==> src/tsjf_pkg.sv <==
// Shared types and constants for the touchscreen sample jitter filter.
// Used by the front, queue, back and top-level modules; no dependencies.

package tsjf_pkg;

    localparam int SAMPLE_W = 10;
    localparam int GROUP_SIZE = 4;
    localparam int HOLD_DEPTH = GROUP_SIZE - 1;
    localparam int LIMIT_W = 10;
    localparam int QUEUE_DEPTH = 2;
    localparam int QPTR_W = $clog2(QUEUE_DEPTH);
    localparam int QLEVEL_W = $clog2(QUEUE_DEPTH + 1);
    localparam int ADDR_W = 3;
    localparam int DATA_W = 32;

    localparam logic [LIMIT_W-1:0] LIMIT_RESET = 10'd10;
    localparam logic REG_IDX_LIMIT = 1'b0;

    localparam logic CMD_CONV = 1'b0;
    localparam logic CMD_TICK = 1'b1;

    localparam logic [1:0] ACT_RELEASE = 2'd0;
    localparam logic [1:0] ACT_MEASURE = 2'd1;
    localparam logic [1:0] ACT_TOUCH = 2'd2;
    localparam logic [1:0] ACT_REJECT = 2'd3;

    localparam logic [1:0] OP_RELEASE = 2'd0;
    localparam logic [1:0] OP_MEASURE = 2'd1;
    localparam logic [1:0] OP_GROUP = 2'd2;

    typedef logic [SAMPLE_W-1:0] sample_t;
    typedef logic [1:0] count_t;

    typedef struct packed {
        logic [1:0] op;
        sample_t [GROUP_SIZE-1:0] xs;
        sample_t [GROUP_SIZE-1:0] ys;
    } job_t;

    typedef struct packed {
        logic full;
        logic empty;
    } queue_stat_t;

    typedef struct packed {
        count_t sample_count;
    } front_stat_t;

endpackage

==> src/tsjf_front.sv <==
// Front end: accepts events, tracks the sample count and holds samples 0 to 2.
// Emits one job per event into the queue. Depends on tsjf_pkg.

module tsjf_front (
    input  logic                     clk,
    input  logic                     rst_n,
    input  logic                     accept,
    input  logic                     command,
    input  logic                     pen_up,
    input  tsjf_pkg::sample_t        x_raw,
    input  tsjf_pkg::sample_t        y_raw,
    output tsjf_pkg::job_t           job,
    output tsjf_pkg::front_stat_t    stat
);

    tsjf_pkg::count_t  count_reg;
    tsjf_pkg::count_t  count_next;
    tsjf_pkg::sample_t x_hold_reg [tsjf_pkg::HOLD_DEPTH];
    tsjf_pkg::sample_t y_hold_reg [tsjf_pkg::HOLD_DEPTH];
    logic              store;

    always_comb
    begin
        job.op = tsjf_pkg::OP_MEASURE;
        job.xs = {x_raw, x_hold_reg[2], x_hold_reg[1], x_hold_reg[0]};
        job.ys = {y_raw, y_hold_reg[2], y_hold_reg[1], y_hold_reg[0]};
        count_next = count_reg;
        store = 1'b0;
        if (pen_up)
        begin
            job.op = tsjf_pkg::OP_RELEASE;
            if (command == tsjf_pkg::CMD_CONV)
            begin
                count_next = '0;
            end
        end
        else if (command == tsjf_pkg::CMD_TICK)
        begin
            job.op = tsjf_pkg::OP_MEASURE;
        end
        else if (count_reg == 2'(tsjf_pkg::HOLD_DEPTH))
        begin
            job.op = tsjf_pkg::OP_GROUP;
            count_next = '0;
        end
        else
        begin
            job.op = tsjf_pkg::OP_MEASURE;
            count_next = count_reg + 2'd1;
            store = 1'b1;
        end
    end

    always_ff @(posedge clk or negedge rst_n)
    begin
        if (!rst_n)
        begin
            count_reg <= '0;
        end
        else if (accept)
        begin
            count_reg <= count_next;
        end
    end

    always_ff @(posedge clk)
    begin
        for (int i = 0; i < tsjf_pkg::HOLD_DEPTH; i++)
        begin
            if (accept && store && count_reg == 2'(i))
            begin
                x_hold_reg[i] <= x_raw;
                y_hold_reg[i] <= y_raw;
            end
        end
    end

    assign stat.sample_count = count_reg;

endmodule

==> src/tsjf_queue.sv <==
// Two-entry job queue between the front end and the back end.
// Depends on tsjf_pkg for the job type and depth constants.

module tsjf_queue (
    input  logic                    clk,
    input  logic                    rst_n,
    input  logic                    push,
    input  tsjf_pkg::job_t          job_in,
    input  logic                    pop,
    output tsjf_pkg::job_t          job_out,
    output tsjf_pkg::queue_stat_t   stat
);

    tsjf_pkg::job_t                  mem_reg [tsjf_pkg::QUEUE_DEPTH];
    logic [tsjf_pkg::QPTR_W-1:0]     wr_ptr_reg;
    logic [tsjf_pkg::QPTR_W-1:0]     rd_ptr_reg;
    logic [tsjf_pkg::QLEVEL_W-1:0]   level_reg;

    always_ff @(posedge clk or negedge rst_n)
    begin
        if (!rst_n)
        begin
            wr_ptr_reg <= '0;
            rd_ptr_reg <= '0;
            level_reg <= '0;
        end
        else
        begin
            if (push)
            begin
                wr_ptr_reg <= wr_ptr_reg + 1'b1;
            end
            if (pop)
            begin
                rd_ptr_reg <= rd_ptr_reg + 1'b1;
            end
            if (push && !pop)
            begin
                level_reg <= level_reg + 1'b1;
            end
            else if (pop && !push)
            begin
                level_reg <= level_reg - 1'b1;
            end
        end
    end

    always_ff @(posedge clk)
    begin
        if (push)
        begin
            mem_reg[wr_ptr_reg] <= job_in;
        end
    end

    assign job_out = mem_reg[rd_ptr_reg];
    assign stat.full = (level_reg == tsjf_pkg::QLEVEL_W'(tsjf_pkg::QUEUE_DEPTH));
    assign stat.empty = (level_reg == '0);

endmodule

==> src/tsjf_back.sv <==
// Back end: checks a full group against the deviation limit, forms the mean
// and holds the result in the output register. Depends on tsjf_pkg.

module tsjf_back (
    input  logic                         clk,
    input  logic                         rst_n,
    input  logic                         job_valid,
    input  tsjf_pkg::job_t               job,
    input  logic [tsjf_pkg::LIMIT_W-1:0] error_limit,
    output logic                         pop,
    output logic                         out_valid,
    input  logic                         out_stall,
    output logic [1:0]                   action,
    output tsjf_pkg::sample_t            x_pos,
    output tsjf_pkg::sample_t            y_pos
);

    function automatic logic too_far(
        input tsjf_pkg::sample_t a,
        input tsjf_pkg::sample_t b,
        input tsjf_pkg::sample_t s,
        input logic [tsjf_pkg::LIMIT_W-1:0] limit
    );
        logic [tsjf_pkg::SAMPLE_W:0] sum;
        tsjf_pkg::sample_t           mean;
        tsjf_pkg::sample_t           dev;
        sum = {1'b0, a} + {1'b0, b};
        mean = sum[tsjf_pkg::SAMPLE_W:1];
        dev = (s > mean) ? (s - mean) : (mean - s);
        return dev > limit;
    endfunction

    function automatic tsjf_pkg::sample_t mean4(
        input tsjf_pkg::sample_t [tsjf_pkg::GROUP_SIZE-1:0] v
    );
        logic [tsjf_pkg::SAMPLE_W+1:0] sum;
        sum = {2'b00, v[0]} + {2'b00, v[1]} + {2'b00, v[2]} + {2'b00, v[3]};
        return sum[tsjf_pkg::SAMPLE_W+1:2];
    endfunction

    logic              out_valid_reg;
    logic [1:0]        action_reg;
    logic [1:0]        action_next;
    tsjf_pkg::sample_t x_pos_reg;
    tsjf_pkg::sample_t y_pos_reg;
    tsjf_pkg::sample_t x_pos_next;
    tsjf_pkg::sample_t y_pos_next;
    logic              reject;

    assign pop = job_valid && (!out_valid_reg || !out_stall);

    always_comb
    begin
        reject = too_far(job.xs[0], job.xs[1], job.xs[2], error_limit)
               || too_far(job.ys[0], job.ys[1], job.ys[2], error_limit)
               || too_far(job.xs[1], job.xs[2], job.xs[3], error_limit)
               || too_far(job.ys[1], job.ys[2], job.ys[3], error_limit);
        x_pos_next = '0;
        y_pos_next = '0;
        case (job.op)
            tsjf_pkg::OP_RELEASE:
            begin
                action_next = tsjf_pkg::ACT_RELEASE;
            end
            tsjf_pkg::OP_GROUP:
            begin
                if (reject)
                begin
                    action_next = tsjf_pkg::ACT_REJECT;
                end
                else
                begin
                    action_next = tsjf_pkg::ACT_TOUCH;
                    x_pos_next = mean4(job.xs);
                    y_pos_next = mean4(job.ys);
                end
            end
            default:
            begin
                action_next = tsjf_pkg::ACT_MEASURE;
            end
        endcase
    end

    always_ff @(posedge clk or negedge rst_n)
    begin
        if (!rst_n)
        begin
            out_valid_reg <= 1'b0;
        end
        else if (pop)
        begin
            out_valid_reg <= 1'b1;
        end
        else if (!out_stall)
        begin
            out_valid_reg <= 1'b0;
        end
    end

    always_ff @(posedge clk)
    begin
        if (pop)
        begin
            action_reg <= action_next;
            x_pos_reg <= x_pos_next;
            y_pos_reg <= y_pos_next;
        end
    end

    assign out_valid = out_valid_reg;
    assign action = action_reg;
    assign x_pos = x_pos_reg;
    assign y_pos = y_pos_reg;

endmodule

==> src/touch_sample_jitter_filter.sv <==
// Top level of the touchscreen sample jitter filter: configuration register,
// front end, job queue and back end. Depends on tsjf_pkg and its submodules.
//
//   Channel  Handshake                  Payload
//   in       in_valid / in_stall        command, pen_up, x_raw, y_raw
//   out      out_valid / out_stall      action, x_pos, y_pos
//   cfg      psel, penable, pwrite      paddr, pwdata, prdata, pready
//
// One item is accepted per cycle while the queue is not full; its result passes through
// the queue register and then the back-end output register before it is offered.
// Reset clears the sample count, the queue and the output valid flag.
// The input stalls only when the two-entry queue is full.

module touch_sample_jitter_filter (
    input  logic                          clk,
    input  logic                          rst_n,
    input  logic                          psel,
    input  logic                          penable,
    input  logic                          pwrite,
    input  logic [tsjf_pkg::ADDR_W-1:0]   paddr,
    input  logic [tsjf_pkg::DATA_W-1:0]   pwdata,
    output logic [tsjf_pkg::DATA_W-1:0]   prdata,
    output logic                          pready,
    input  logic                          in_valid,
    output logic                          in_stall,
    input  logic                          command,
    input  logic                          pen_up,
    input  logic [9:0]                    x_raw,
    input  logic [9:0]                    y_raw,
    output logic                          out_valid,
    input  logic                          out_stall,
    output logic [1:0]                    action,
    output logic [9:0]                    x_pos,
    output logic [9:0]                    y_pos
);

    logic [tsjf_pkg::LIMIT_W-1:0] limit_reg;
    logic                         in_accept;
    logic                         pop;
    tsjf_pkg::job_t               front_job;
    tsjf_pkg::job_t               head_job;
    tsjf_pkg::queue_stat_t        q_stat;
    tsjf_pkg::front_stat_t        f_stat;
    logic                         reg_sel;

    assign pready = 1'b1;
    assign reg_sel = (paddr[2] == tsjf_pkg::REG_IDX_LIMIT);

    always_ff @(posedge clk or negedge rst_n)
    begin
        if (!rst_n)
        begin
            limit_reg <= tsjf_pkg::LIMIT_RESET;
        end
        else if (psel && penable && pwrite && reg_sel)
        begin
            limit_reg <= pwdata[tsjf_pkg::LIMIT_W-1:0];
        end
    end

    assign prdata = reg_sel ? tsjf_pkg::DATA_W'(limit_reg) : '0;

    assign in_stall = q_stat.full;
    assign in_accept = in_valid && !in_stall;

    tsjf_front u_front (
        .clk     (clk),
        .rst_n   (rst_n),
        .accept  (in_accept),
        .command (command),
        .pen_up  (pen_up),
        .x_raw   (x_raw),
        .y_raw   (y_raw),
        .job     (front_job),
        .stat    (f_stat)
    );

    tsjf_queue u_queue (
        .clk     (clk),
        .rst_n   (rst_n),
        .push    (in_accept),
        .job_in  (front_job),
        .pop     (pop),
        .job_out (head_job),
        .stat    (q_stat)
    );

    tsjf_back u_back (
        .clk         (clk),
        .rst_n       (rst_n),
        .job_valid   (!q_stat.empty),
        .job         (head_job),
        .error_limit (limit_reg),
        .pop         (pop),
        .out_valid   (out_valid),
        .out_stall   (out_stall),
        .action      (action),
        .x_pos       (x_pos),
        .y_pos       (y_pos)
    );

`ifndef NO_ASSERTIONS
    a_queue_state: assert property (@(posedge clk) disable iff (!rst_n)
        !(q_stat.full && q_stat.empty))
        else $error("Queue reports full and empty at once.");

    a_release_clears: assert property (@(posedge clk) disable iff (!rst_n)
        in_accept && pen_up && command == tsjf_pkg::CMD_CONV |=> f_stat.sample_count == '0)
        else $error("Conversion with pen up did not clear the sample count.");

    a_pos_zero: assert property (@(posedge clk) disable iff (!rst_n)
        out_valid && action != tsjf_pkg::ACT_TOUCH |-> x_pos == '0 && y_pos == '0)
        else $error("Position is nonzero on a result that is not a touch.");

    a_pop_needs_job: assert property (@(posedge clk) disable iff (!rst_n)
        pop |-> !q_stat.empty)
        else $error("Back end took a job from an empty queue.");
`endif

endmodule
==> config.mk <==
export PLATFORM = sky130hd
export DESIGN_NAME = touch_sample_jitter_filter
export DESIGN_NICKNAME = d
export VERILOG_FILES = /design/src/tsjf_pkg.sv /design/src/tsjf_front.sv /design/src/tsjf_queue.sv /design/src/tsjf_back.sv /design/src/touch_sample_jitter_filter.sv
export SDC_FILE = /design/constraint.sdc
export NUM_CORES = 1
export LEC_CHECK = 0
export BUFFER_PORTS_ARGS = -buffer_cell sky130_fd_sc_hd__buf_2
export CAP_MARGIN = 10
export CELL_PAD_IN_SITES_DETAIL_PLACEMENT = 0
export CELL_PAD_IN_SITES_GLOBAL_PLACEMENT = 1
export CORE_ASPECT_RATIO = 0.9
export CORE_MARGIN = 3
export CORE_UTILIZATION = 55
export CTS_BUF_LIST = sky130_fd_sc_hd__clkbuf_16
export CTS_CLUSTER_DIAMETER = 50
export DETAILED_ROUTE_END_ITERATION = 7
export MAX_ROUTING_LAYER = met4
export PLACE_DENSITY = 0.91
export SYNTH_ARGS = -nofsm -noshare
export SYNTH_HDL_FRONTEND = slang
export SYNTH_HIERARCHICAL = 1
export SYNTH_SLANG_ARGS = --single-unit
==> constraint.sdc <==
create_clock -name clk -period 12.55 [get_ports clk]
set_input_delay 0.6275 -clock clk [delete_from_list [all_inputs] [get_ports clk]]
set_output_delay 0.6275 -clock clk [all_outputs]
set_load 0.02 [all_outputs]
==> qor.yml <==
dr_total_vias: 10315
r2r_start: "u_queue/rd_ptr_reg$_DFFE_PN0P_"
drc: 0
critPathRequiredTime_ns: 12.94
fin_crit_ns: 8.666
end_kind: "flip-flop"
wl_per_cell_um: 18.82
ctsHtreeMaxLevel: 1
nets: 1724
yosysWarnings: 6
cts_buffers: 30
grt_pass1_vias: 10099
std_cell_rows: 60
numPortBuffers: 73
clkLatencyLatePin_ns: 0.59
clk_pin_slew_worst_paths_ns: 0.06
syn_area_um2: 17200
multi_input_comb_area_um2: 8414
io_pins: 121
fin_worst_skew_ns: 0.03804
cp_slowest_cell: "buf_4"
drt-total-wl_mm: 35.04
hold_path.startpoint: "x_raw[6]"
die-width_um: 192.4
critPathMaxFanout: 58
netlist_instances: 1365
routabilityCongestion: 0.9025
regToRegEndpoint: "u_back/y_pos[9]$_SDFFCE_PP0P_"
status: "finished clean"
drt_pass1_iterations: 5
start_util_pct: 56.72
ys_ff_latch: 263
min_period_over_period_pct: 69.05
regArea_um2: 7819
layout_commonest_cell: "edfxtp_1"
hold_path_end: "u_front/x_hold_reg[0][6]$_DFFE_PP_"
drive_gt1_share_pct: 16.68
cpPeakStageDelay_ns: 0.91
drtAntennaViolNets: 0
placed_cells: 1806
synth.distinct_cells: 70
mostFrequentLayoutCells: "246 x edfxtp_1, 182 x ha_1, 141 x inv_1"
grt_start_max_net_pins: 65
cts_tree: "built"
synth_top_cell_area_share_pct: 42.94
whs_path_depth: 1
arrival_ns: 9.06
dp_hpwl_mm: 26.44
tns_ns: 0
die_area_um2: 33440
rsz0062_at_grt: "false"
relSlewSlack_pct: 24.60
first_iter_violations: 803
synthFlopType: "edfxtp_1"
antenna_found_initial: 3
synth_edf_count: 246
slew_violations: 0
largest_reg_flops: 164
die_h_um: 173.8
cts_buffer_depth: 3
final_cells: 1862
critPathLaunchType: "flip-flop"
r2r_cells: 25
grt_pass1_wl_mm: 54.14
yosysSeqAreaShare_pct: 45.43
ys_async_sr_fraction_pct: 6.464
grt_util_all_layers_pct: 21.44
max_cap_viol_count: 0
worstMarginPinSlew_ns: 1.122
fmax_mhz: 115.4
synth_area_leaders: "edfxtp_1 43%, ha_1 13%, mux2_4 7.0%"
viasPerCell: 5.540
core_um2: 30330
hold_path_class: "input pin to flip-flop"
syn_to_final_growth_pct: 8.583
grt-ovfl-total: 0
r2r_setup_slack_ns: 3.88
finalHoldViolCount: 0
setup_viol: 0
worstSetupPathType: "flip-flop to flip-flop"
syn_avg_cell_area_um2: 12.60
synth.largest_area_cell: "edfxtp_1"
clkSinkCount: 263
nFillCells: 2346
cts_setup_buffers: 0
clockRootBuffer: "clkbuf_16"
## worst max path at each step
stage,startpoint,end,slack (ns),cells after the start
2_1_floorplan,u_queue/rd_ptr_reg$_DFFE_PN0P_,u_back/x_pos[1]$_SDFFCE_PP0P_,6.40,27
3_3_place_gp,u_queue/rd_ptr_reg$_DFFE_PN0P_,u_back/y_pos[9]$_SDFFCE_PP0P_,3.85,25
3_5_place_dp,u_queue/rd_ptr_reg$_DFFE_PN0P_,u_back/y_pos[9]$_SDFFCE_PP0P_,3.89,25
4_1_cts,u_queue/rd_ptr_reg$_DFFE_PN0P_,u_back/y_pos[9]$_SDFFCE_PP0P_,3.85,25
5_1_grt,u_queue/rd_ptr_reg$_DFFE_PN0P_,u_back/y_pos[9]$_SDFFCE_PP0P_,3.33,25
6_report,u_queue/rd_ptr_reg$_DFFE_PN0P_,u_back/y_pos[9]$_SDFFCE_PP0P_,3.88,25
## synth_stat cells (all sizes together) (7+ instances only)
cell	number
edfxtp	246
ha	182
inv	139
mux2	93
a21oi	78
buf	59
a21o	50
xnor2	47
nor2	44
fa	42
o21ai	42
xor2	42
nand2	36
nor2b	31
mux2i	27
nor3	24
and2	16
dfrtp	15
nand2b	14
o21bai	13
nand3	12
nand4	11
a31oi	9
o21a	9
a31o	7
## kinds of logic (layout without fill, tap and decap cells)
family                     after synthesis  after routing  synth area share (%)
AOI/OAI and AO/OA                      253            253                 9.703
xor gates and xnor gates                89             89                 4.532
adders and majority gates              224            224                 18.13
buffers and inverters                  203            274                 6.190
DFF                                    263            263                 45.43
muxes                                  120            120                 9.405
other                                    2             25               0.04366
and+or+nand+nor                        211            211                 6.568
## per-layer routing
layer	GRT usage [%]	share of wire, %	up-vias
met5	-	0	-
met4	4.492	2.0	0
met3	3.336	6.1	37
met2	31.87	44	280
met1	31.42	48	5006
li1	-	-	4992
## repair_timing
| item | in CTS | in global routing |
|---|---|---|
| endpoints found under the hold margin | 15 | 0 |
| resized for setup | 0 | 0 |
| hold buffers | 1 | 0 |
## layout make-up
type	count	share of cell area (%)
Inverter	139	2.793
Clock buffer	30	4.019
Antenna cell	2	0.02680
Clock inverter	23	1.219
Multi-Input combinational cell	920	45.05
Tap cell	403	2.700
Timing Repair Buffer	82	2.331
Sequential cell	263	41.86
## per-stage QoR
step                area, um2  utilization, %  setup slack, ns  hold WS [ns]
global route            18680           61.58            3.334        0.2565
CTS                     18670           61.57            3.846        0.2407
detailed placement      17680           58.31            3.891        0.4304
global placement        17680           58.31            3.853        0.4215
finish                  18680           61.58            3.884        0.2686
floorplan               17280               -            6.403        0.3319
## worst max-delay path: cells and delay by family, from the launching register on
| kind | cells | cell delay, ns |
|---|---|---|
| buf+inv | 1 | 0.91 |
| compound gates | 12 | 3.07 |
| simple gates | 6 | 1.88 |
| xor+xnor | 2 | 0.34 |
| mux | 1 | 0.52 |
| flops | 1 | 0.78 |
| fa+ha+maj | 3 | 0.97 |
Power is not shown: default switching activity piles up to over one toggle a cycle in this logic, so the estimate is an artifact.
